`config.mk`:
```
export PLATFORM = sky130hd
export DESIGN_NAME = lgrh_ctrl
export DESIGN_NICKNAME = d
export VERILOG_FILES = /design/src/rtl/lgrh_pkg.sv /design/src/rtl/lgrh_ctrl.sv
export SDC_FILE = /design/constraint.sdc
export NUM_CORES = 1
export LEC_CHECK = 0
export BUFFER_PORTS_ARGS = -buffer_cell sky130_fd_sc_hd__buf_2
export CORE_AREA = 2 2 48 54
export DETAILED_ROUTE_END_ITERATION = 10
export DIE_AREA = 0 0 50 56
export PLACE_DENSITY = 0.76
export SLEW_MARGIN = 40
export SYNTH_ARGS = -nofsm -noshare
export SYNTH_HDL_FRONTEND = slang
export SYNTH_SLANG_ARGS = --single-unit
```
`constraint.sdc`:
```
create_clock -name clk_i -period 4.8 [get_ports clk_i]
set_input_delay 0.72 -clock clk_i [delete_from_list [all_inputs] [get_ports clk_i]]
set_output_delay 0.72 -clock clk_i [all_outputs]
set_load 0.02 [all_outputs]
```
`src/rtl/lgrh_pkg.sv`:
```
package lgrh_pkg;

  localparam int SampleW = 20;
  localparam int GammaW  = 16;
  localparam int ColorW  = 16;
  localparam int Pix8W   = 8;
  localparam int CountW  = 25;
  localparam int TotalW  = 37;
  localparam int CfgW    = 60;
  localparam int DivBits = 36;

  localparam logic [19:0] One16 = 20'd65536;
  localparam logic [19:0] Sat16 = 20'd524288;
  localparam logic [21:0] AboveLim = 22'd196608;

  // Register indexes on the configuration port
  localparam logic [2:0] CFG_LEVEL_LOW  = 3'd0;
  localparam logic [2:0] CFG_LEVEL_HIGH = 3'd1;
  localparam logic [2:0] CFG_GAMMA      = 3'd2;
  localparam logic [2:0] CFG_MARK_LOW   = 3'd3;
  localparam logic [2:0] CFG_MARK_HIGH  = 3'd4;
  localparam logic [2:0] CFG_LUMA_BND   = 3'd5;
  localparam logic [2:0] CFG_MARK_COLOR = 3'd6;
  localparam logic [2:0] CFG_MARK_CTRL  = 3'd7;

  localparam logic [59:0] LevelHighRst = 60'd4503603922341888;
  localparam logic [47:0] GammaRst     = 48'd17592454483968;

  typedef enum logic [3:0] {
    S_IDLE, S_LUMA, S_MARK, S_PREP, S_DIV, S_NORM, S_LOG, S_EMUL, S_EXP,
    S_FIN, S_BLEND_A, S_BLEND_B, S_OUT
  } state_e;

  typedef enum logic [3:0] {
    OP_NONE, OP_LOAD, OP_LUMA, OP_MARK, OP_PREP, OP_DIV, OP_NORM, OP_LOG,
    OP_EMUL, OP_EXP, OP_FIN, OP_BLEND_A, OP_BLEND_B, OP_OUT
  } op_e;

  typedef struct packed {
    op_e        op;
    logic [1:0] ch;
    logic [5:0] cnt;
  } cmd_t;

  typedef struct packed {
    logic special;
    logic out_full;
  } status_t;

  typedef struct packed {
    logic [59:0] level_low;
    logic [59:0] level_high;
    logic [47:0] gamma;
    logic [59:0] mark_low;
    logic [59:0] mark_high;
    logic [39:0] luma_bounds;
    logic [47:0] mark_color;
    logic [18:0] mark_control;
  } cfg_t;

  // Q1.30 values of 2^(2^-k)
  function automatic logic [30:0] exp_tab(input logic [4:0] k);
    logic [30:0] v;
    case (k)
      5'd1:    v = 31'd1518500250;
      5'd2:    v = 31'd1276901417;
      5'd3:    v = 31'd1170923762;
      5'd4:    v = 31'd1121280436;
      5'd5:    v = 31'd1097253708;
      5'd6:    v = 31'd1085434106;
      5'd7:    v = 31'd1079572136;
      5'd8:    v = 31'd1076653033;
      5'd9:    v = 31'd1075196444;
      5'd10:   v = 31'd1074468888;
      5'd11:   v = 31'd1074105294;
      5'd12:   v = 31'd1073923544;
      5'd13:   v = 31'd1073832680;
      5'd14:   v = 31'd1073787251;
      5'd15:   v = 31'd1073764537;
      5'd16:   v = 31'd1073753181;
      default: v = 31'd0;
    endcase
    return v;
  endfunction

  function automatic logic [15:0] luma_coef(input logic [1:0] ch);
    logic [15:0] v;
    case (ch)
      2'd0:    v = 16'd19595;
      2'd1:    v = 16'd38470;
      default: v = 16'd7471;
    endcase
    return v;
  endfunction

endpackage

```
`src/rtl/lgrh_ctrl.sv`:
```
module lgrh_ctrl import lgrh_pkg::*; (
  input  logic    clk_i,
  input  logic    rst_ni,
  input  logic    in_valid_i,
  output logic    in_stall_o,
  input  status_t status_i,
  output cmd_t    cmd_o
);

  state_e     state_q, state_d;
  logic [1:0] ch_q, ch_d;
  logic [5:0] cnt_q, cnt_d;

  always_ff @(posedge clk_i or negedge rst_ni) begin
    if (!rst_ni) begin
      state_q <= S_IDLE;
      ch_q    <= 2'd0;
      cnt_q   <= 6'd0;
    end else begin
      state_q <= state_d;
      ch_q    <= ch_d;
      cnt_q   <= cnt_d;
    end
  end

  // next state
  always_comb begin
    state_d = state_q;
    ch_d    = ch_q;
    cnt_d   = cnt_q;
    case (state_q)
      S_IDLE: begin
        if (in_valid_i) begin
          state_d = S_LUMA;
          ch_d    = 2'd0;
        end
      end
      S_LUMA: begin
        if (ch_q == 2'd2) begin
          state_d = S_MARK;
          ch_d    = 2'd0;
        end else begin
          ch_d = ch_q + 2'd1;
        end
      end
      S_MARK: state_d = S_PREP;
      S_PREP: begin
        if (status_i.special) begin
          state_d = S_FIN;
        end else begin
          state_d = S_DIV;
          cnt_d   = 6'(DivBits - 1);
        end
      end
      S_DIV: begin
        if (cnt_q == 6'd0) begin
          state_d = S_NORM;
        end else begin
          cnt_d = cnt_q - 6'd1;
        end
      end
      S_NORM: begin
        state_d = S_LOG;
        cnt_d   = 6'd15;
      end
      S_LOG: begin
        if (cnt_q == 6'd0) begin
          state_d = S_EMUL;
        end else begin
          cnt_d = cnt_q - 6'd1;
        end
      end
      S_EMUL: begin
        state_d = S_EXP;
        cnt_d   = 6'd1;
      end
      S_EXP: begin
        if (cnt_q == 6'd16) begin
          state_d = S_FIN;
        end else begin
          cnt_d = cnt_q + 6'd1;
        end
      end
      S_FIN: begin
        if (ch_q == 2'd2) begin
          state_d = S_BLEND_A;
          ch_d    = 2'd0;
        end else begin
          state_d = S_PREP;
          ch_d    = ch_q + 2'd1;
        end
      end
      S_BLEND_A: state_d = S_BLEND_B;
      S_BLEND_B: begin
        if (ch_q == 2'd2) begin
          state_d = S_OUT;
        end else begin
          state_d = S_BLEND_A;
          ch_d    = ch_q + 2'd1;
        end
      end
      S_OUT: begin
        if (!status_i.out_full) begin
          state_d = S_IDLE;
        end
      end
      default: state_d = S_IDLE;
    endcase
  end

  // outputs
  always_comb begin
    cmd_o.ch   = ch_q;
    cmd_o.cnt  = cnt_q;
    in_stall_o = (state_q != S_IDLE);
    case (state_q)
      S_IDLE:    cmd_o.op = in_valid_i ? OP_LOAD : OP_NONE;
      S_LUMA:    cmd_o.op = OP_LUMA;
      S_MARK:    cmd_o.op = OP_MARK;
      S_PREP:    cmd_o.op = OP_PREP;
      S_DIV:     cmd_o.op = OP_DIV;
      S_NORM:    cmd_o.op = OP_NORM;
      S_LOG:     cmd_o.op = OP_LOG;
      S_EMUL:    cmd_o.op = OP_EMUL;
      S_EXP:     cmd_o.op = OP_EXP;
      S_FIN:     cmd_o.op = OP_FIN;
      S_BLEND_A: cmd_o.op = OP_BLEND_A;
      S_BLEND_B: cmd_o.op = OP_BLEND_B;
      S_OUT:     cmd_o.op = status_i.out_full ? OP_NONE : OP_OUT;
      default:   cmd_o.op = OP_NONE;
    endcase
  end

endmodule

```
== Yosys cells after proc, flatten, opt, wreduce, memory -nomap -nowiden ==
Cells that the tools add are included.

* Register bits after elaboration: 12
* Input bits: 5
* Output and inout bits: 13
* Logic and storage cells: 61

* Add/subtract/negate cells: 3
* Eq/ne operators: 24
* Multiplexer cells: 21
* Reductions and logical operators: 10

{| class="wikitable"
|+ Operator list
! kind !! count
|-
| $pmux W4 S13 || 2
|-
| $mux W4 || 9
|-
| $pmux W6 S5 || 1
|-
| $eq A4 B4 Y1 const B || 5
|-
| $ne A2 B2 Y1 const B || 10
|-
| $mux W6 || 3
|-
| $eq A4 B3 Y1 const B || 4
|-
| $eq A4 B2 Y1 const B || 2
|-
| $add A6 B1 Y6 const B || 1
|-
| $eq A6 B5 Y1 const B || 1
|-
| $logic_not A6 Y1 || 1
|-
| $mux W2 || 3
|-
| $pmux W2 S3 || 1
|-
| $reduce_and A6 Y1 || 1
|-
| $sub A6 B1 Y6 const B || 1
|-
| $reduce_bool A5 Y1 || 1
|-
| $eq A4 B1 Y1 const B || 1
|-
| $logic_not A4 Y1 || 1
|-
| $reduce_and A4 Y1 || 1
|-
| $reduce_bool A4 Y1 || 1
|-
| $reduce_or A2 Y1 || 2
|-
| $mux W3 || 1
|-
| $reduce_and A3 Y1 || 1
|-
| $reduce_bool A3 Y1 || 1
|-
| other kinds (3) || 3
|}

== Depth between registers and ports, before layout ==
* Depth in word-level cells: 4
* Depth in mapped cells: 9
* Mapped depth without buffers: 8

== Least setup slack after synthesis ==
Ideal clock, no wire load.

* Path type: register -> register
* From: register state_q[2]
* To: register cnt_q[3]
* Setup time: 77 ps
* Data arrival time: 2275 ps
* Data required time: 4723 ps
* Path slack: 2447 ps
* Stages on the path, launching flop included: 10
* Path buffers: 1
* Clock period less this slack: 2353 ps
* Cell sequence: dfrtp_1 buf_2 nor4b_4 inv_2 ha_1 a21oi_1 a21oi_1 a31o_2 or3_1 a21oi_1

* Cells in the longest elaborated chain, start to end: 4
* Elaborated cells between the ends (all ways): 13
* Those cells by class: eq/ne (9); mux (1); reduce/logical (3)

{| class="wikitable"
|+ Ends and longest elaborated chain
! what !! line !! source
|-
| from (decl) || lgrh_ctrl.sv:10 || <nowiki>state_e state_q, state_d;</nowiki>
|-
| from (signal assigned) || lgrh_ctrl.sv:20 || <nowiki>state_q <= state_d;</nowiki>
|-
| $eq A4 B3 Y1 || lgrh_ctrl.sv:31 || <nowiki>case (state_q)</nowiki>
|-
| $reduce_or A2 Y1 (no line) || - ||
|-
| $reduce_bool A5 Y1 (no line) or $ne A2 B2 Y1 (tied branches) || - ||
|-
| $reduce_and A4 Y1 (no line) || - ||
|-
| to (signal assigned) || lgrh_ctrl.sv:22 || <nowiki>cnt_q <= cnt_d;</nowiki>
|-
| to (decl) || lgrh_ctrl.sv:12 || <nowiki>logic [5:0] cnt_q, cnt_d;</nowiki>
|}

Several ways; a longest one is shown, not always the timed one.
A chain may end at the register's enable or synchronous reset.

== Worst setup path after layout ==
* From: register state_q[3]
* To: register cnt_q[3]

The elaborated chain is that of the path after synthesis.

==> results.py <==
metrics = {
    "run_status": {
        "status": "completed",
    },
    "clock_network": {
        "cts.path.max_buffers": 2,
        "htreeDepth": 1,
        "clock-sinks": 12,
        "cts-hold-fix-buffers": 0,
        "cts_buffers": 3,
        "clk_pin_slew_ns": 0.07,
        "cts_tree": "done",
        "clk_latency_ns": 0.27,
        "post_cts_resized": 0,
        "cts-root-buf": "clkbuf_4",
        "cts_setup_buffers": 0,
    },
    "setup_path": {
        "rrSetupSlack_ns": 1.96,
        "crit_family": "compound AO/OA/AOI/OAI gates",
        "rr_startpoint": "state_q[3]$_DFFE_PN0P_",
        "worstSetupPathType": "flip-flop to flip-flop",
        "cp-end-kind": "flip-flop",
        "crit_chain": "nor4b_4, inv_2, ha_1, a21oi_1, a21oi_1, a31o_2, or3_1, a21oi_1",
        "cp.arrival_ns": 3.04,
        "slowest_delay_ns": 0.74,
        "r2r_end": "cnt_q[3]$_DFFE_PN0P_",
        "setup.worst_path.start_class": "flip-flop",
        "slowest_stage": "dfrtp_1",
        "cp_max_fo": 23,
        "r2r_cells": 8,
        "crit_top_cell": "a21oi_1",
        "path_buf_inv": 1,
        "worst_ep_required_time_ns": 5.00,
    },
    "final_layout": {
        "areaGrowthSynthToFinish_pct": 9.01,
        "seq_area_um2": 300,
        "fillers": 209,
        "drive_gt1_share_pct": 19.2,
        "final_area_um2": 1300,
        "stdcell_count": 186,
        "insertedDiodeCount": 0,
        "fin_nets": 172,
        "most-common-layout-cells": "17 x nor2_1, 17 x buf_2, 12 x dfrtp_1, 10 x a21oi_1, 9 x o21ai_0",
        "multi_input_area_um2": 823,
    },
    "die": {
        "die_h_um": 56,
        "die_w_um": 50,
        "die_area_um2": 2800,
        "rows": 18,
        "core_area_um2": 2230,
        "ios": 18,
        "start_util_pct": 53.6,
    },
    "timing": {
        "min_period_over_period_pct": 59.1,
        "report.final.slew_viol_count": 0,
        "hold_violations": 0,
        "tightest_slew_ns": 0.727,
        "period_needed_ns": 2.84,
        "tns_ns": 0,
        "fmax_mhz": 352,
        "skew_ns": 0.00144,
        "setup-violations-final": 0,
        "rsz0062_at_grt": "false",
        "relSlewSlack_pct": 51.6,
    },
    "placement": {
        "gp_congestion": 0.853,
        "portBuffers": 17,
        "placed_area_um2": 1280,
        "post-place-cells": 183,
        "hpwl_mm": 1.97,
    },
    "grt": {
        "grt_pass1_vias": 971,
        "grt_pass1_wl_mm": 4.35,
        "grt_use_total_pct": 20.0,
        "grt_max_degree": 25,
        "grt-ovfl-total": 0,
        "antenna_found_initial": 0,
    },
    "worst_hold_path": {
        "hold_path.class": "primary input to asynchronous set/reset pin",
    },
    "detailed_routing": {
        "wire_per_inst_um": 14.0,
        "antenna_left": 0,
        "drc_errors": 0,
        "viasPerCell": 6.02,
        "wl_mm": 2.60,
        "drt_iter0_drc": 32,
        "vias": 1119,
        "dr.pass1.iters": 4,
    },
    "pwr": {
        "power.density_nw_per_um2": 785,
        "vdd.ir_drop.worst_uv": 572,
        "share_comb_of_total_power_pct": 66.4,
        "power_mw": 1.02,
        "leakage_nw": 0.571,
        "switching_power_uw": 544,
        "internal-power_uw": 478,
        "seq_power_share_pct": 27.7,
        "switching_share_pct": 53.2,
        "clock_power_share_pct": 5.9,
    },
    "synthesis": {
        "synth_warnings": 0,
        "syn_area_um2": 1190,
        "synth.distinct_cells": 50,
        "syn_nets": 158,
        "synth.avg_cell_area_um2": 8.30,
        "synth_edf_count": 0,
        "synthCells": 144,
        "async_flop_share_pct": 100,
        "synth-seq-area-share_pct": 25.1,
        "synth_ff_type": "dfrtp_1",
        "ys_ff_latch": 12,
    },
    "run": {
        "maxCapViolations": 0,
    },
}
## synth_stat cells (all sizes together), types with 3 or more instances
library cell	n	area, um2
nor2	18	75.1
o21ai	13	65.1
dfrtp	12	300
a21oi	11	58.8
inv	9	33.8
ha	8	100
buf	7	33.8
nand2	7	26.3
mux2i	5	50.1
nand2b	4	25.0
nand3	4	20.0
nor2b	4	25.0
o22ai	3	18.8
xnor2	3	26.3
## power by group through the flow
stage	registers (mW)	logic, mW	clock network (mW)
5_1_grt	0.300	0.752	0.0681
4_1_cts	0.283	0.681	0.0626
3_3_place_gp	0.278	0.658	0
6_report	0.283	0.679	0.0606
2_1_floorplan	0.229	0.579	0
3_5_place_dp	0.284	0.678	0
## worst max path at each step
stage,start,endpoint,slack (ns),depth (start not counted)
finish,state_q[3]$_DFFE_PN0P_,cnt_q[3]$_DFFE_PN0P_,1.96,8
global route,state_q[3]$_DFFE_PN0P_,cnt_q[3]$_DFFE_PN0P_,1.73,8
CTS,state_q[3]$_DFFE_PN0P_,cnt_q[3]$_DFFE_PN0P_,2.01,8
detailed placement,state_q[3]$_DFFE_PN0P_,cnt_q[3]$_DFFE_PN0P_,2.02,8
global placement,state_q[3]$_DFFE_PN0P_,cnt_q[3]$_DFFE_PN0P_,2.17,8
floorplan,state_q[2]$_DFFE_PN0P_,cnt_q[3]$_DFFE_PN0P_,2.45,9
## per-stage QoR
step,hold WS [ns],setup slack [ns],utilization [%]
final,0.318,1.96,58.4
after global routing,0.327,1.73,58.4
after CTS,0.322,2.01,58.4
after detailed placement,0.577,2.02,57.4
after global placement,0.565,2.17,57.4
after floorplan,0.424,2.45,-
## sequential cells by signal, indices dropped and copies added, names as in the netlist
signal and cells:
cnt_q 6, ch_q 2, state_q 4
## final cells by class
| type | count | area share [%] |
|---|---|---|
| inverter | 9 | 2.59 |
| multi-input combinational | 115 | 63.2 |
| tap | 30 | 2.88 |
| sequential | 12 | 23.1 |
| clock buffer | 3 | 1.73 |
| timing repair buffer | 17 | 6.53 |
## layer usage
layer	wire length, um	track usage, %	vias up
li1	-	-	545
met1	1160	26.4	529
met2	1260	31.6	38
met3	123	1.88	7
met4	63	10.7	0
met5	0	0	-
## worst reg2reg max path, delay by kind of cell, from the launching register on
family                     cells  cell delay, ns
AOI/OAI and AO/OA              4            0.76
adders and majority gates      1            0.35
buffers and inverters          1            0.17
DFF                            1            0.74
and+or+nand+nor                2            0.74
## cells by family (layout without fill, tap and decap cells)
kind of cell / Yosys count / in the layout / share of synthesized area, %
compound gates: 46 / 46 / 26.7
buf+inv: 17 / 29 / 5.97
fa+ha+maj: 9 / 9 / 10.1
xor+xnor: 3 / 3 / 2.20
simple gates: 50 / 50 / 23.6
flops: 12 / 12 / 25.1
mux: 7 / 7 / 6.39
Power figures use the tool's default switching activity.
